**src/hdl/lcdseq_pkg.sv**
```systemverilog
// ----------------------------------------------------------------------------
// lcdseq_pkg
// Shared widths, codes, tables and link types for the LCD nibble sequencer.
// ----------------------------------------------------------------------------
package lcdseq_pkg;

  localparam int ADDR_W   = 7;
  localparam int MASK_W   = 4;
  localparam int BYTE_W   = 8;
  localparam int WAIT_W   = 5;
  localparam int NIB_W    = 4;
  localparam int NIBIDX_W = 4;
  localparam int PHASE_W  = 2;
  localparam int PADDR_W  = 4;
  localparam int PDATA_W  = 32;

  // Request opcodes
  localparam logic [1:0] OP_INIT   = 2'd0;
  localparam logic [1:0] OP_CURSOR = 2'd1;
  localparam logic [1:0] OP_CHAR   = 2'd2;
  localparam logic [1:0] OP_CMD    = 2'd3;

  // Register indexes (word address bits of paddr)
  localparam logic [1:0] REG_TARGET    = 2'd0;
  localparam logic [1:0] REG_BACKLIGHT = 2'd1;
  localparam logic [1:0] REG_ENABLE    = 2'd2;

  localparam logic [ADDR_W-1:0] TARGET_RST    = 7'd39;
  localparam logic [MASK_W-1:0] BACKLIGHT_RST = 4'd8;
  localparam logic [MASK_W-1:0] ENABLE_RST    = 4'd4;

  localparam logic [NIBIDX_W-1:0] INIT_LAST_NIB = 4'd13;
  localparam logic [NIBIDX_W-1:0] BYTE_LAST_NIB = 4'd1;
  localparam logic [PHASE_W-1:0]  PHASE_LAST    = 2'd2;
  localparam logic [PHASE_W-1:0]  PHASE_LOW     = 2'd1;

  localparam logic [BYTE_W-1:0] CHAR_MIN   = 8'h20;
  localparam logic [BYTE_W-1:0] CURSOR_CMD = 8'h80;
  localparam logic [WAIT_W-1:0] WAIT_BOOT  = 5'd20;

  typedef struct packed {
    logic [ADDR_W-1:0] target;
    logic [MASK_W-1:0] backlight;
    logic [MASK_W-1:0] enable;
  } cfg_t;

  // Controller to datapath
  typedef struct packed {
    logic                load;
    logic                active;
    logic [NIBIDX_W-1:0] nib;
    logic [PHASE_W-1:0]  phase;
    logic                last;
  } ctrl_cmd_t;

  // Datapath to controller
  typedef struct packed {
    logic is_init;
    logic drop;
  } dp_status_t;

  function automatic logic [BYTE_W-1:0] row_base(input logic [1:0] row);
    logic [BYTE_W-1:0] base;
    unique case (row)
      2'd0: base = 8'h00;
      2'd1: base = 8'h40;
      2'd2: base = 8'h14;
      2'd3: base = 8'h54;
      default: base = 8'h00;
    endcase
    return base;
  endfunction

  // Init nibble table: {nibble, pause after its third write}
  function automatic logic [NIB_W+WAIT_W-1:0] init_nibble(input logic [NIBIDX_W-1:0] idx);
    logic [NIB_W+WAIT_W-1:0] ent;
    unique case (idx)
      4'd0:    ent = {4'h3, 5'd15};
      4'd1:    ent = {4'h3, 5'd1};
      4'd2:    ent = {4'h3, 5'd1};
      4'd3:    ent = {4'h2, 5'd1};
      4'd4:    ent = {4'h2, 5'd0};
      4'd5:    ent = {4'h8, 5'd3};
      4'd6:    ent = {4'h0, 5'd0};
      4'd7:    ent = {4'h1, 5'd3};
      4'd8:    ent = {4'h0, 5'd0};
      4'd9:    ent = {4'hC, 5'd1};
      4'd10:   ent = {4'h0, 5'd0};
      4'd11:   ent = {4'h6, 5'd1};
      4'd12:   ent = {4'h0, 5'd0};
      4'd13:   ent = {4'h2, 5'd3};
      default: ent = {4'h0, 5'd0};
    endcase
    return ent;
  endfunction

endpackage

```
**src/hdl/char_lcd_i2c_nibble_sequencer.sv**
```systemverilog
// ----------------------------------------------------------------------------
// char_lcd_i2c_nibble_sequencer
// HD44780 4-bit requests turned into I2C port-expander write transactions.
// ----------------------------------------------------------------------------
//
//  Channel  | Handshake                      | Payload
//  ---------+--------------------------------+-----------------------------------
//  request  | start, busy (taken when !busy) | opcode, row, column, data_byte
//  result   | result_valid (high while busy) | i2c_address, expander_byte,
//           |                                | wait_before_ms, wait_after_ms, last
//  config   | APB psel/penable/pwrite/pready | paddr, pwdata, prdata
//
//  Each accepted request produces one result per clock, back to back:
//  14 nibbles for init, 2 for set-cursor, character and command, with
//  three expander writes per nibble, one per cycle, as the controller's
//  nibble/phase counter walks them. busy stays high through the last
//  result; the next request is taken the cycle after. A character below
//  0x20 is dropped and busy never rises. Reset (rst, synchronous) returns
//  the controller to idle and loads the register reset values.
//  The receiver cannot stall; results are presented exactly once.
// ----------------------------------------------------------------------------
module char_lcd_i2c_nibble_sequencer (
  input  logic                              clk,
  input  logic                              rst,
  // request
  input  logic                              start,
  output logic                              busy,
  input  logic [1:0]                        opcode,
  input  logic [1:0]                        row,
  input  logic [5:0]                        column,
  input  logic [lcdseq_pkg::BYTE_W-1:0]     data_byte,
  // result
  output logic                              result_valid,
  output logic [lcdseq_pkg::ADDR_W-1:0]     i2c_address,
  output logic [lcdseq_pkg::BYTE_W-1:0]     expander_byte,
  output logic [lcdseq_pkg::WAIT_W-1:0]     wait_before_ms,
  output logic [lcdseq_pkg::WAIT_W-1:0]     wait_after_ms,
  output logic                              last,
  // configuration
  input  logic                              psel,
  input  logic                              penable,
  input  logic                              pwrite,
  input  logic [lcdseq_pkg::PADDR_W-1:0]    paddr,
  input  logic [lcdseq_pkg::PDATA_W-1:0]    pwdata,
  output logic [lcdseq_pkg::PDATA_W-1:0]    prdata,
  output logic                              pready
);
  import lcdseq_pkg::*;

  cfg_t       cfg;
  ctrl_cmd_t  cmd;
  dp_status_t status;

  // User writes registers only while idle (unenforced); datapath reads them live.
  lcdseq_regs u_regs (
    .clk     (clk),
    .rst     (rst),
    .psel    (psel),
    .penable (penable),
    .pwrite  (pwrite),
    .paddr   (paddr),
    .pwdata  (pwdata),
    .prdata  (prdata),
    .pready  (pready),
    .cfg     (cfg)
  );

  // Controller: hold idle until start, then advance phase and nibble.
  lcdseq_ctrl u_ctrl (
    .clk    (clk),
    .rst    (rst),
    .start  (start),
    .status (status),
    .cmd    (cmd),
    .busy   (busy)
  );

  // Datapath: latch the request byte, build each expander write.
  lcdseq_dp u_dp (
    .clk            (clk),
    .opcode         (opcode),
    .row            (row),
    .column         (column),
    .data_byte      (data_byte),
    .cfg            (cfg),
    .cmd            (cmd),
    .status         (status),
    .result_valid   (result_valid),
    .i2c_address    (i2c_address),
    .expander_byte  (expander_byte),
    .wait_before_ms (wait_before_ms),
    .wait_after_ms  (wait_after_ms),
    .last           (last)
  );

endmodule

```
**src/hdl/lcdseq_regs.sv**
```systemverilog
// ----------------------------------------------------------------------------
// lcdseq_regs
// APB register file: expander address, backlight and enable masks.
// ----------------------------------------------------------------------------
module lcdseq_regs (
  input  logic                              clk,
  input  logic                              rst,
  input  logic                              psel,
  input  logic                              penable,
  input  logic                              pwrite,
  input  logic [lcdseq_pkg::PADDR_W-1:0]    paddr,
  input  logic [lcdseq_pkg::PDATA_W-1:0]    pwdata,
  output logic [lcdseq_pkg::PDATA_W-1:0]    prdata,
  output logic                              pready,
  output lcdseq_pkg::cfg_t                  cfg
);
  import lcdseq_pkg::*;

  logic       wr_en;
  logic [1:0] reg_idx;

  assign pready  = 1'b1;
  assign wr_en   = psel & penable & pwrite;
  assign reg_idx = paddr[3:2];

  always_ff @(posedge clk) begin
    if (rst) begin
      cfg.target    <= TARGET_RST;
      cfg.backlight <= BACKLIGHT_RST;
      cfg.enable    <= ENABLE_RST;
    end else if (wr_en) begin
      if (reg_idx == REG_TARGET)    cfg.target    <= pwdata[ADDR_W-1:0];
      if (reg_idx == REG_BACKLIGHT) cfg.backlight <= pwdata[MASK_W-1:0];
      if (reg_idx == REG_ENABLE)    cfg.enable    <= pwdata[MASK_W-1:0];
    end
  end

  always_comb begin
    prdata = '0;
    unique case (reg_idx)
      REG_TARGET:    prdata = {{(PDATA_W-ADDR_W){1'b0}}, cfg.target};
      REG_BACKLIGHT: prdata = {{(PDATA_W-MASK_W){1'b0}}, cfg.backlight};
      REG_ENABLE:    prdata = {{(PDATA_W-MASK_W){1'b0}}, cfg.enable};
      default:       prdata = '0;
    endcase
  end

endmodule

```
**src/hdl/lcdseq_ctrl.sv**
```systemverilog
// ----------------------------------------------------------------------------
// lcdseq_ctrl
// Sequencer state machine: walks nibble index and write phase per request.
// ----------------------------------------------------------------------------
module lcdseq_ctrl (
  input  logic                    clk,
  input  logic                    rst,
  input  logic                    start,
  input  lcdseq_pkg::dp_status_t  status,
  output lcdseq_pkg::ctrl_cmd_t   cmd,
  output logic                    busy
);
  import lcdseq_pkg::*;

  localparam logic ST_IDLE = 1'b0;
  localparam logic ST_RUN  = 1'b1;

  logic                state, state_next;
  logic [NIBIDX_W-1:0] nib, nib_next;
  logic [PHASE_W-1:0]  phase, phase_next;
  logic                init_mode, init_mode_next;
  logic                accept;
  logic                is_last;
  logic [NIBIDX_W-1:0] last_nib;

  assign busy     = (state == ST_RUN);
  assign accept   = start & ~busy;
  assign last_nib = init_mode ? INIT_LAST_NIB : BYTE_LAST_NIB;
  assign is_last  = busy && (phase == PHASE_LAST) && (nib == last_nib);

  always_comb begin
    state_next     = state;
    nib_next       = nib;
    phase_next     = phase;
    init_mode_next = init_mode;
    unique case (state)
      ST_IDLE: begin
        if (accept && !status.drop) begin
          state_next     = ST_RUN;
          nib_next       = '0;
          phase_next     = '0;
          init_mode_next = status.is_init;
        end
      end
      ST_RUN: begin
        if (is_last) begin
          state_next = ST_IDLE;
        end else if (phase == PHASE_LAST) begin
          phase_next = '0;
          nib_next   = nib + 1'b1;
        end else begin
          phase_next = phase + 1'b1;
        end
      end
      default: state_next = ST_IDLE;
    endcase
  end

  always_ff @(posedge clk) begin
    if (rst) begin
      state     <= ST_IDLE;
      nib       <= '0;
      phase     <= '0;
      init_mode <= 1'b0;
    end else begin
      state     <= state_next;
      nib       <= nib_next;
      phase     <= phase_next;
      init_mode <= init_mode_next;
    end
  end

  assign cmd.load   = accept;
  assign cmd.active = busy;
  assign cmd.nib    = nib;
  assign cmd.phase  = phase;
  assign cmd.last   = is_last;

endmodule

```
**src/hdl/lcdseq_dp.sv**
```systemverilog
// ----------------------------------------------------------------------------
// lcdseq_dp
// Datapath: latches the request byte and forms each expander write.
// ----------------------------------------------------------------------------
module lcdseq_dp (
  input  logic                              clk,
  input  logic [1:0]                        opcode,
  input  logic [1:0]                        row,
  input  logic [5:0]                        column,
  input  logic [lcdseq_pkg::BYTE_W-1:0]     data_byte,
  input  lcdseq_pkg::cfg_t                  cfg,
  input  lcdseq_pkg::ctrl_cmd_t             cmd,
  output lcdseq_pkg::dp_status_t            status,
  output logic                              result_valid,
  output logic [lcdseq_pkg::ADDR_W-1:0]     i2c_address,
  output logic [lcdseq_pkg::BYTE_W-1:0]     expander_byte,
  output logic [lcdseq_pkg::WAIT_W-1:0]     wait_before_ms,
  output logic [lcdseq_pkg::WAIT_W-1:0]     wait_after_ms,
  output logic                              last
);
  import lcdseq_pkg::*;

  logic [BYTE_W-1:0]       byte_q;
  logic                    sel_q;
  logic                    init_q;
  logic [BYTE_W-1:0]       cursor;
  logic [NIB_W+WAIT_W-1:0] init_ent;
  logic [NIB_W-1:0]        nibble;
  logic [WAIT_W-1:0]       nib_wait;
  logic [BYTE_W-1:0]       full_byte;

  assign status.is_init = (opcode == OP_INIT);
  assign status.drop    = (opcode == OP_CHAR) && (data_byte < CHAR_MIN);

  assign cursor = row_base(row) + {2'b00, column} + CURSOR_CMD;

  always_ff @(posedge clk) begin
    if (cmd.load) begin
      byte_q <= (opcode == OP_CURSOR) ? cursor : data_byte;
      sel_q  <= (opcode == OP_CHAR);
      init_q <= (opcode == OP_INIT);
    end
  end

  assign init_ent = init_nibble(cmd.nib);

  always_comb begin
    if (init_q) begin
      nibble   = init_ent[NIB_W+WAIT_W-1:WAIT_W];
      nib_wait = init_ent[WAIT_W-1:0];
    end else begin
      nibble   = cmd.nib[0] ? byte_q[3:0] : byte_q[7:4];
      nib_wait = '0;
    end
  end

  assign full_byte = {nibble, 4'h0} | {4'h0, cfg.backlight} | {4'h0, cfg.enable}
                   | {7'd0, sel_q};

  // Middle write drops the enable bits; first and third keep them.
  assign expander_byte  = (cmd.phase == PHASE_LOW) ? (full_byte & ~{4'h0, cfg.enable})
                                                   : full_byte;
  assign wait_before_ms = (init_q && cmd.nib == '0 && cmd.phase == '0) ? WAIT_BOOT : '0;
  assign wait_after_ms  = (cmd.phase == PHASE_LAST) ? nib_wait : '0;
  assign i2c_address    = cfg.target;
  assign result_valid   = cmd.active;
  assign last           = cmd.last;

endmodule

```
**config.mk**
```make
export PLATFORM = sky130hd
export DESIGN_NAME = char_lcd_i2c_nibble_sequencer
export DESIGN_NICKNAME = d
export VERILOG_FILES = /design/src/hdl/lcdseq_pkg.sv /design/src/hdl/char_lcd_i2c_nibble_sequencer.sv /design/src/hdl/lcdseq_regs.sv /design/src/hdl/lcdseq_ctrl.sv /design/src/hdl/lcdseq_dp.sv
export SDC_FILE = /design/constraint.sdc
export NUM_CORES = 1
export LEC_CHECK = 0
export BUFFER_PORTS_ARGS = -buffer_cell sky130_fd_sc_hd__buf_2
export CAP_MARGIN = 25
export CORE_MARGIN = 2
export CORE_UTILIZATION = 40
export CTS_BUF_LIST = sky130_fd_sc_hd__clkbuf_4
export CTS_CLUSTER_DIAMETER = 80
export DETAILED_ROUTE_END_ITERATION = 10
export GPL_TIMING_DRIVEN = 0
export PLACE_DENSITY = 0.71
export SLEW_MARGIN = 20
export SYNTH_ARGS = -nofsm -noshare
export SYNTH_HDL_FRONTEND = slang
export SYNTH_SLANG_ARGS = --single-unit
export TNS_END_PERCENT = 20
```
**constraint.sdc**
```tcl
create_clock -name clk -period 3.8 [get_ports clk]
set_input_delay 0.19 -clock clk [delete_from_list [all_inputs] [get_ports clk]]
set_output_delay 0.19 -clock clk [all_outputs]
set_load 0.05 [all_outputs]
```
# Word level (Yosys, flattened, before mapping)
# Memory sizes are Yosys's and may differ from the RTL's. A register that Yosys moved wholly into a read port is not among the register bits.
# Cells that the tools add are included.
dict set report word_totals {
  inputBits 60
  elab_cells 79
  mem_bits_ro 128
  output_inout_bits 61
  register_bits 33
  mem_count 1
}
dict set report op_classes {
  mux 23
  bitwise 9
  add_sub_neg 4
  n_lt_le_gt_ge 1
  n_reduce_logical 18
  eq_ne 13
}
# name words word_bits read_ports rd_ports_with_merged_regs write_ports line_no
set memory_table {}
lappend memory_table {{(name not given)} 16 8 1 1 0 lcdseq_pkg.sv:77} ;# unique case (idx)
# operator n
set ops {}
lappend ops {{$mux W4} 8}
lappend ops {{$pmux W8 S4} 1}
lappend ops {{$pmux W7 S3} 1}
lappend ops {{$mux W8} 2}
lappend ops {{$or A8 B4 Y8} 2}
lappend ops {{$mux W5} 3}
lappend ops {{$eq A2 B2 Y1 const B} 5}
lappend ops {{$reduce_and A2 Y1} 5}
lappend ops {{$add A8 B6 Y8} 1}
lappend ops {{$add A8 B8 Y8 const B} 1}
lappend ops {{$and A8 B8 Y8} 1}
lappend ops {{$eq A2 B1 Y1 const B} 4}
lappend ops {{$logic_not A2 Y1} 4}
lappend ops {{$lt A8 B6 Y1 const B} 1}
lappend ops {{$not A4 Y8} 1}
lappend ops {{$or A8 B1 Y8} 1}
lappend ops {{$pmux W4 S2} 1}
lappend ops {{$logic_and A1 B1 Y1} 6}
lappend ops {{$mux W2} 3}
lappend ops {{$ne A2 B2 Y1 const B} 3}
lappend ops {{$add A4 B1 Y4 const B} 1}
lappend ops {{$eq A4 B4 Y1} 1}
lappend ops {{$logic_not A4 Y1} 1}
lappend ops {{$pmux W2 S2} 1}
lappend ops {{other kinds (7)} 10}

# Logic depth before layout (Yosys ltp)
# Gate-level depths: netlist of the first run.
dict set report depth {
  word_depth 8
  depth_mapped 9
  depth_no_buf 8
}

# Cells and area by module
# From an unflattened synthesis of the first run, not the netlist that was laid out.
dict set report hier_totals {
  hier_cells 278
  area_unflattened_um2 2424.8
}
# module cells_each seq_area_each_um2 area_each_um2 instances
set modules_own_cells {}
lappend modules_own_cells {lcdseq_regs 111 300.3 1008.5 1}
lappend modules_own_cells {lcdseq_dp 112 300.3 905.9 1}
lappend modules_own_cells {lcdseq_ctrl 55 160.2 510.5 1}

# Worst setup path after synthesis of the first run
# No wires, ideal clock.
dict set report synth_timing {
  path_kind {register -> register}
  start {register u_ctrl.state, in the netlist u_ctrl.busy}
  end {register, netlist name u_dp.init_ent[8]}
  period_less_slack_ns 2.563
  arrival_ns 2.447
  required_ns 3.684
  path_slack_ns 1.237
  setup_ns 0.116
  path_stages_with_launch 8
  n_path_buf 1
  path_cell_list {dfxtp_1 > clkbuf_1 > nor2b_1 > o41a_1 > o2111ai_2 > xnor2_2 > xnor2_1 > and3_1}
}
# item line_no
set synth_lines {}
lappend synth_lines {{from (decl)} lcdseq_ctrl.sv:18} ;# logic state, state_next;
lappend synth_lines {{from (signal assigned)} lcdseq_ctrl.sv:66} ;# state <= state_next;

==> results.toml, run 1 <==
[outcome]
status = "finished clean"

[hold_path]
min_delay_path_depth = 3
min_path_type = "primary input to flop"

[floorplan]
dieWidth_um = 81.9
fp.dieH_um = 81.9
pin_count = 121
rows = 28
coreArea_um2 = 5890
start_util_pct = 41.3
dieArea_um2 = 6710

[cts]
cts_root_buffer = "clkbuf_4"
postCtsHoldBufs = 0
cts.repair.resized = 0
clk_latency_ns = 0.36
clkTransAtPathRegs_ns = 0.13
cts_buffers = 5
post_cts_buffers = 0
cts_max_level = 2
cts_buffer_depth = 2
clock-sinks = 40
cts_tree = "built"

[yosys]
yosys_warnings = 0
synth_area_leaders = "dfxtp_1 25%, buf_4 12%, edfxtp_1 12%"
synth_top_area_share_pct = 24.7
synth-seq-cells = 40
synth_area_um2 = 2430
synth_cell_types = 45
synth.most_common_cell = "buf_4"
synth.avg_cell_area_um2 = 8.87
synth_edf_count = 10
post-synth-top-area-cell = "dfxtp_1"
synthFlopType = "dfxtp_1"
synth_cells = 274
ys_async_sr_fraction_pct = 0
netlist_top_cells_count = "40 x buf_4, 30 x dfxtp_1, 29 x nand2_1"
yosysSeqAreaShare_pct = 37.1

[route]
vias = 2042
first_pass_iters = 4
wl_per_cell_um = 11.5
vias_per_cell = 4.58
route.detailed.drc = 0
initialDrtViolationCount = 73
drt-total-wl_mm = 5.12
route.antenna.remaining_nets = 0

[finish]
multiInputGateArea_um2 = 1270
fin_nets = 436
synthToLayoutAreaGrowth_pct = 23.2
utilization_pct = 50.9
drive_gt1_share_pct = 31.8
diodes = 0
layout.cells.non_filler = 446
fillerInstances = 590
regArea_um2 = 901

[setup_path]
critical_path_class = "flop to flop"
crit_chain = "clkbuf_1 > nor2b_1 > clkbuf_4 > o41a_1 > o2111ai_2 > xnor2_2 > o21ai_0 > a2bb2oi_1"
crit_required_ns = 4.09
worstPathMaxFanout = 9
critPathArrivalTime_ns = 2.84
crit_cells = 8
reg2regPathDepth = 8
crit_buf_inv = 2
ff2ff_setup_slack_ns = 1.25
cpLargestDelayFamily = "compound AO/OA/AOI/OAI gates"
crit_slowest_cell = "nor2b_1"
endpoint_kind = "flop"
cpPeakStageDelay_ns = 0.38
critPathLaunchType = "flop"

[sta]
hold_viol = 0
period_share_pct = 67.1
setup_tns_ns = 0
setup_violations = 0
worst_pin_slew_ns = 0.819
rsz0062_at_grt = "false"
slew_headroom_pct = 44.8
final_max_slew_viol_count = 0
fin_skew_ns = 0.0157
hold_slack_ns = 0.0509
finalCriticalPeriod_ns = 2.55
worst_slack_ns = 1.25
fmax_mhz = 392

[grt]
grt_pass1_wl_mm = 8.24
grt_max_degree = 14
grt_pass1_vias = 1781
antenna_found_initial = 0
grt_usage_pct = 16.1
grt_remaining_overflow = 0

[placed_design]
gp_congestion = 0.813
port_buffers = 60
dpl.cell_count = 437
place_hpwl_mm = 4.00
pre_cts_slack_ns = 0.907

[power_and_ir_drop]
vdd_drop_max_uv = 171
p_per_area_nw_per_um2 = 313
power_leakage_nw = 1.38

[run]
max_cap_violations = 0
-- tightest hold or removal path: cells and delay by family --
| kind | cells | cell delay, ns |
|---|---|---|
| simple gates | 2 | 0.10 |
| buf+inv | 1 | 0.08 |
-- area by class of cell --
cell class                 count  share of cell area [%]
buffer                        51                    11.7
clock buffer                   5                    1.25
clock inverter                 3                   0.627
inverter                       5                   0.627
multi-input combinational    206                    42.3
sequential                    40                    30.1
tap                           75                    3.14
timing repair buffer          61                    10.3
-- layout by cell type, fill, tap and decap left out, drive strengths merged, types with 2 or more instances in the layout --
cell / n
or3: 2
nand2: 29
nor2: 22
dfxtp: 30
mux2i: 15
nor4: 2
nand2b: 3
conb: 30
and2: 8
inv: 5
nand3b: 5
a211o: 2
ha: 6
and3: 4
buf: 101
xor2: 2
nor3b: 2
a31oi: 2
a21oi: 15
mux2: 5
nand3: 4
nor3: 3
clkbuf: 16
edfxtp: 10
and3b: 2
xnor2: 6
clkinvlp: 2
nor2b: 6
o21ai: 19
nand4: 2
-- per-layer routing --
layer  part of all wire, %  GRT usage [%]
met5                     0              0
met4                   1.5           5.67
met3                   7.8           3.74
met2                    45           26.4
met1                    45           20.6
-- per-stage QoR --
stage          power, mW  area (um2)
2_1_floorplan      0.679        2530
3_3_place_gp       0.727        2930
3_5_place_dp       0.730        2930
4_1_cts            0.948        2990
5_1_grt            0.989        2990
6_report           0.937        2990
-- final timing paths --
check                         startpoint                           to
max reg2reg       u_ctrl.busy$_SDFF_PP0_     u_dp.init_ent[6]$_DFF_P_
max               u_ctrl.busy$_SDFF_PP0_     u_dp.init_ent[6]$_DFF_P_
min                            pwdata[5]  u_regs.cfg[13]$_SDFFE_PP1P_
min reg2reg  u_regs.cfg[14]$_SDFFE_PP0P_  u_regs.cfg[14]$_SDFFE_PP0P_
-- registers in the layout, summed over array words and instances, names as in the netlist --
| register | count |
|---|---|
| u_dp.sel_q | 1 |
| u_dp.init_ent | 7 |
| u_dp.init_q | 1 |
| u_dp.byte_q | 8 |
| u_regs.cfg | 15 |
| u_ctrl.busy | 1 |
| u_ctrl.init_mode | 1 |
| u_ctrl.phase | 2 |
| u_ctrl.nib | 4 |
-- power breakdown --
group          total [mW]  internal (mW)  switching, mW
combinational       0.262         0.0781          0.184
sequential          0.459          0.452        0.00757
clock               0.215         0.0698          0.146
total               0.937          0.600          0.337
-- cells by family (layout without fill, tap and decap cells) --
logic type                 Yosys count  count (layout)  synth area share [%]
DFF                                 40              40                  37.1
adders and majority gates            6               6                  3.09
and+or+nand+nor                     95              95                  19.6
AOI/OAI and AO/OA                   47              47                  12.4
xor gates and xnor gates             8               8                  3.97
buffers and inverters               56             125                  15.1
muxes                               20              20                  8.50
other                                2              30                 0.309
Note: power is estimated with default switching activity, not from simulation.
==> run 2, diff against run 1 <==
- clock period: 3.8 -> 2.5 ns (I/O delays scaled with it)
==> results.toml, run 2 (synthesized netlist as in run 1, its figures left out) <==
[setup_path]
reg2regPathDepth = 8
crit_required_ns = 2.72
ff2ff_setup_slack_ns = 0.18
endpoint_kind = "flop"
critPathArrivalTime_ns = 2.54
crit_slowest_cell = "or3_1"
worstPathMaxFanout = 9
cpLargestDelayFamily = "simple AND/OR/NAND/NOR gates"
critPathLaunchType = "flop"
rr_startpoint = "u_ctrl.busy$_SDFF_PP0_"
cpPeakStageDelay_ns = 0.47
crit_cells = 8
critical_path_class = "flop to flop"
r2r-end = "u_dp.init_ent[0]$_DFF_P_"
crit_buf_inv = 2
crit_chain = "clkbuf_1 > and3b_1 > and3_1 > buf_6 > a21oi_1 > or3_1 > a211oi_1 > o21ai_1"
cp-startpoint = "u_ctrl.busy$_SDFF_PP0_"

[cts]
cts_buffers = 5
clkTransAtPathRegs_ns = 0.12
clk_latency_ns = 0.36
clock-sinks = 40
cts_max_level = 2
cts_root_buffer = "clkbuf_4"
cts_buffer_depth = 2
cts_tree = "built"

[grt]
grt_use_met2_pct = 25.7
antenna_found_initial = 0
met1_usage_pct = 20.4
grt_usage_pct = 15.5
grt_pass1_vias = 1771
use_met3_pct = 2.97
grt_pass1_wl_mm = 8.07
grt_max_degree = 14
busiest_layer = "met2"
grt_remaining_overflow = 0

[route]
drt-total-wl_mm = 5.13
vias = 2049
first_pass_iters = 4
route.detailed.drc = 0
initialDrtViolationCount = 57
wl_per_cell_um = 11.3
route.antenna.remaining_nets = 0
vias_per_cell = 4.52

[placed_design]
gp_congestion = 0.809
placed_cell_area_um2 = 2930
place_hpwl_mm = 3.84
port_buffers = 60
pre_cts_slack_ns = -0.0284

[hold_path]
min_to = "u_regs.cfg[8]$_SDFFE_PP1P_"
min-delay-start = "pwdata[0]"
min_path_type = "primary input to flop"
min_delay_path_depth = 3

[sta]
hold_viol = 0
finalCriticalPeriod_ns = 2.32
worst_pin_slew_ns = 0.829
period_share_pct = 92.7
slew_headroom_pct = 44.1
setup_violations = 0
rsz0062_at_grt = "false"
fmax_mhz = 431
final_max_slew_viol_count = 0
worst_slack_ns = 0.182
fin_skew_ns = 0.0203

[finish]
fillerInstances = 578
synthToLayoutAreaGrowth_pct = 26.5
top_register = "u_regs.cfg"
final_cell_mix = "60 x buf_2, 44 x buf_4, 30 x conb_1"
fin_nets = 443
diodes = 0
fin_area_um2 = 3070
largest_reg_flops = 15
final_common_cell = "buf_2"
regArea_um2 = 902
drive_gt1_share_pct = 33.3
multiInputGateArea_um2 = 1280

[power_and_ir_drop]
power_leakage_nw = 1.43
p_per_area_nw_per_um2 = 470
vdd_drop_max_uv = 254

[floorplan]
dieArea_um2 = 6710
fp.dieH_um = 81.9
dieWidth_um = 81.9
coreArea_um2 = 5890
pin_count = 121
start_util_pct = 41.3
rows = 28

[run]
max_cap_violations = 0

[outcome]
status = "finished clean"
## run 2: worst max-delay path by stage
stage | to | slack, ns
detailed placement | u_dp.init_ent[8]$_DFF_P_ | -0.03
floorplan | u_dp.init_ent[0]$_DFF_P_ | 0.17
global route | u_dp.init_ent[0]$_DFF_P_ | 0.01
finish | u_dp.init_ent[0]$_DFF_P_ | 0.18
global placement | u_dp.init_ent[8]$_DFF_P_ | 0.03
CTS | u_dp.init_ent[0]$_DFF_P_ | 0.12
## run 2: timing repair
action                                  CTS  global route
setup buffers                             0             4
resized for setup                         1             4
endpoints found under the setup margin    4             5
hold buffers                              4             0
hold endpoints to repair                  4             0
## run 2: worst min-delay path, stage by stage
cell and delay, ns:
buf_2 0.10, nand2_1 0.05, nand3b_1 0.07
## run 2: stage by stage
stage | power, mW | hold slack (ns) | TNS [ns] | std cells | util [%]
final | 1.44 | 0.0166 | 0 | 453 | 52.2
after global routing | 1.52 | 0.00460 | 0 | 453 | 52.2
after CTS | 1.45 | 0.00440 | 0 | 449 | 51.6
after detailed placement | 1.11 | 0.359 | -0.0406 | 437 | 49.8
after global placement | 1.11 | 0.352 | 0 | 437 | 49.8
after floorplan | 1.03 | 0.243 | 0 | 302 | -
## run 2: area by class of cell
type                            count  share of cell area (%)
Sequential cell                    40                    29.4
Buffer                             51                    11.4
Inverter                            5                   0.611
Timing Repair Buffer               68                    12.1
Clock inverter                      2                   0.407
Tap cell                           75                    3.05
Multi-Input combinational cell    206                    41.7
Clock buffer                        6                    1.47
## run 2: power breakdown
group          switching [mW]  leakage, nW  internal (mW)
Sequential             0.0117        0.340          0.687
Combinational           0.283         1.06          0.128
Clock                   0.214       0.0317          0.119
## run 2: metal layers
metal / part of all wire (%) / wire, um
met5: 0 / 0
met4: 1.3 / 68
met3: 7.3 / 377
met2: 46 / 2380
met1: 45 / 2310
==> run 3, diff against run 2 <==
- SYNTH_HIERARCHICAL: not set -> 1
==> results.toml, run 3 <==
[outcome]
status = "finished clean"

[grt]
grt_remaining_overflow = 0
grt_pass1_wl_mm = 7.23
antenna_found_initial = 0
grt_pass1_vias = 1723
grt_max_degree = 12
grt_usage_pct = 13.9

[power_and_ir_drop]
pwr-share-seq_pct = 45.9
power_leakage_nw = 1.43
p_sw_share_pct = 35.1
p_per_area_nw_per_um2 = 429
power_switching_mw = 0.450
clkPwrFrac_pct = 22.9
vdd_drop_max_uv = 168
power.internal_mw = 0.832
comb_power_share_pct = 31.3

[finish]
fin_nets = 436
top_register = "u_regs/cfg"
layout.cells.non_filler = 449
largestRegisters = "u_regs/cfg: 15 flops, u_dp/byte_q: 8 flops, u_ctrl/nib: 4 flops"
final_common_cell = "buf_2"
synthToLayoutAreaGrowth_pct = 23.2
utilization_pct = 50.8
fillerInstances = 559
drive_gt1_share_pct = 37.7
final_cell_mix = "64 x buf_2, 46 x buf_4, 30 x nand2_1, 30 x nor2_1, 30 x conb_1"
diodes = 0
largest_reg_flops = 15

[setup_path]
endpoint_kind = "primary output"
ff2ff_setup_slack_ns = 0.56
worstPathMaxFanout = 11
crit_required_ns = 2.38
crit_buf_inv = 5
cpLargestDelayFamily = "buffers and inverters"
critPathArrivalTime_ns = 2.15
crit_slowest_cell = "dfxtp_1"
crit_chain = "inv_1 > ha_1 > and4_4 > o21bai_1 > inv_1 > buf_4 > buf_4 > buf_2"
critical_path_class = "flop to primary output"
cpPeakStageDelay_ns = 0.53
critPathLaunchType = "flop"

[yosys]
synthSimpleGateAreaFrac_pct = 27.3
synth_top_family_by_area = "simple AND/OR/NAND/NOR gates"
synth_fa_ha_area_share_pct = 1.96
synth_area_leaders = "dfxtp_1 19%, buf_4 14%, edfxtp_1 12%"
synth-seq-cells = 33
post-synth-top-area-cell = "dfxtp_1"
ys_async_sr_fraction_pct = 0
synth_top_area_share_pct = 19.0
synth.most_common_cell = "buf_4"
yosys_warnings = 6
synth.avg_cell_area_um2 = 8.72
synth_area_um2 = 2420
synth_cells = 278
synthFlopType = "dfxtp_1"
synth_edf_count = 10
yosysSeqAreaShare_pct = 31.4
netlist_top_cells_count = "46 x buf_4, 30 x nand2_1, 30 x nor2_1"
synth_mux_area_share_pct = 10.1
synth_cell_types = 56
synth_compound_area_share_pct = 9.24
synth_xor_xnor_area_share_pct = 2.17

[route]
first_pass_iters = 4
drt-total-wl_mm = 4.60
vias_per_cell = 4.40
route.antenna.remaining_nets = 0
route.detailed.drc = 0
wl_per_cell_um = 10.2
vias = 1975
initialDrtViolationCount = 45

[hold_path]
min_path_type = "primary input to flop"

[cts]
cts_buffers = 5
cts_tree = "built"
cts_root_buffer = "clkbuf_4"
post_cts_buffers = 0
clkTransAtPathRegs_ns = 0.10
cts_buffer_depth = 2
clock-sinks = 33
clk_latency_ns = 0.33
postCtsHoldBufs = 0
cts.repair.resized = 0
cts_max_level = 2

[sta]
period_share_pct = 90.9
hold_viol = 0
fin_skew_ns = 0.0124
setup_tns_ns = 0
setup_violations = 0
rsz0062_at_grt = "false"
fmax_mhz = 440
worst_slack_ns = 0.228
final_max_slew_viol_count = 0
finalCriticalPeriod_ns = 2.27

[floorplan]
fp.dieH_um = 81.9
dieWidth_um = 81.9
coreArea_um2 = 5890
start_util_pct = 41.2
pin_count = 121
dieArea_um2 = 6700
rows = 28

[placed_design]
gp_congestion = 0.784
place_hpwl_mm = 3.80
dpl.cell_count = 441
pre_cts_slack_ns = 0.583
port_buffers = 61

[run]
max_cap_violations = 0
-- run 3: worst register-to-register path: stages, from the launching register on --
cell and delay [ns]:
dfxtp_1 0.53, inv_1 0.08, ha_1 0.25, nor4b_2 0.20
nor3_2 0.35, nand2_1 0.11, mux2_1 0.31
-- run 3: path summary, 6_finish.rpt --
kind                                from                          end  cells past startpoint
min reg2reg  u_regs/cfg[12]$_SDFFE_PP0P_  u_regs/cfg[12]$_SDFFE_PP0P_                      2
max           u_ctrl/nib[1]$_SDFFE_PP0P_                         last                      8
min                            pwdata[6]  u_regs/cfg[14]$_SDFFE_PP0P_                      3
max reg2reg   u_ctrl/nib[1]$_SDFFE_PP0P_   u_ctrl/nib[2]$_SDFFE_PP0P_                      6
-- run 3: layout make-up --
cell class	instances	area [um2]	area share, %
tap	75	93.8	3.14
sequential	33	761	25.5
clock buffer	7	52.6	1.76
buffer	54	394	13.2
multi-input combinational	211	1350	45.2
inverter	7	26.3	0.879
clock inverter	1	3.75	0.126
timing repair buffer	61	305	10.2
-- run 3: metal layers --
| metal | vias to the layer above | GRT usage [%] | wire [um] |
|---|---|---|---|
| met1 | 846 | 16.2 | 2070 |
| met4 | 0 | 4.67 | 53 |
| met2 | 68 | 23.7 | 2070 |
| li1 | 1054 | - | - |
| met5 | - | 0 | 0 |
| met3 | 7 | 4.73 | 403 |
-- run 3: through the flow --
step	hold slack, ns	power [mW]	instance area [um2]
2_1_floorplan	0.280	0.924	2530
6_report	0.0498	1.28	2990
3_3_place_gp	0.396	0.998	2930
3_5_place_dp	0.400	1.00	2930
4_1_cts	0.0335	1.30	2990
5_1_grt	0.0391	1.34	2990
-- run 3: power groups by stage --
stage / clock (mW) / sequential [mW] / combinational, mW
2_1_floorplan: 0 / 0.601 / 0.323
3_3_place_gp: 0 / 0.600 / 0.398
3_5_place_dp: 0 / 0.601 / 0.400
4_1_cts: 0.310 / 0.588 / 0.401
5_1_grt: 0.326 / 0.592 / 0.427
6_report: 0.293 / 0.588 / 0.401
-- run 3: logic make-up (layout without fill, tap and decap cells) --
logic type	Yosys count	count (layout)
compound gates	32	32
xor+xnor	6	6
fa+ha+maj	4	4
buf+inv	61	130
flops	33	33
mux	24	24
other cells	3	30
simple gates	115	115
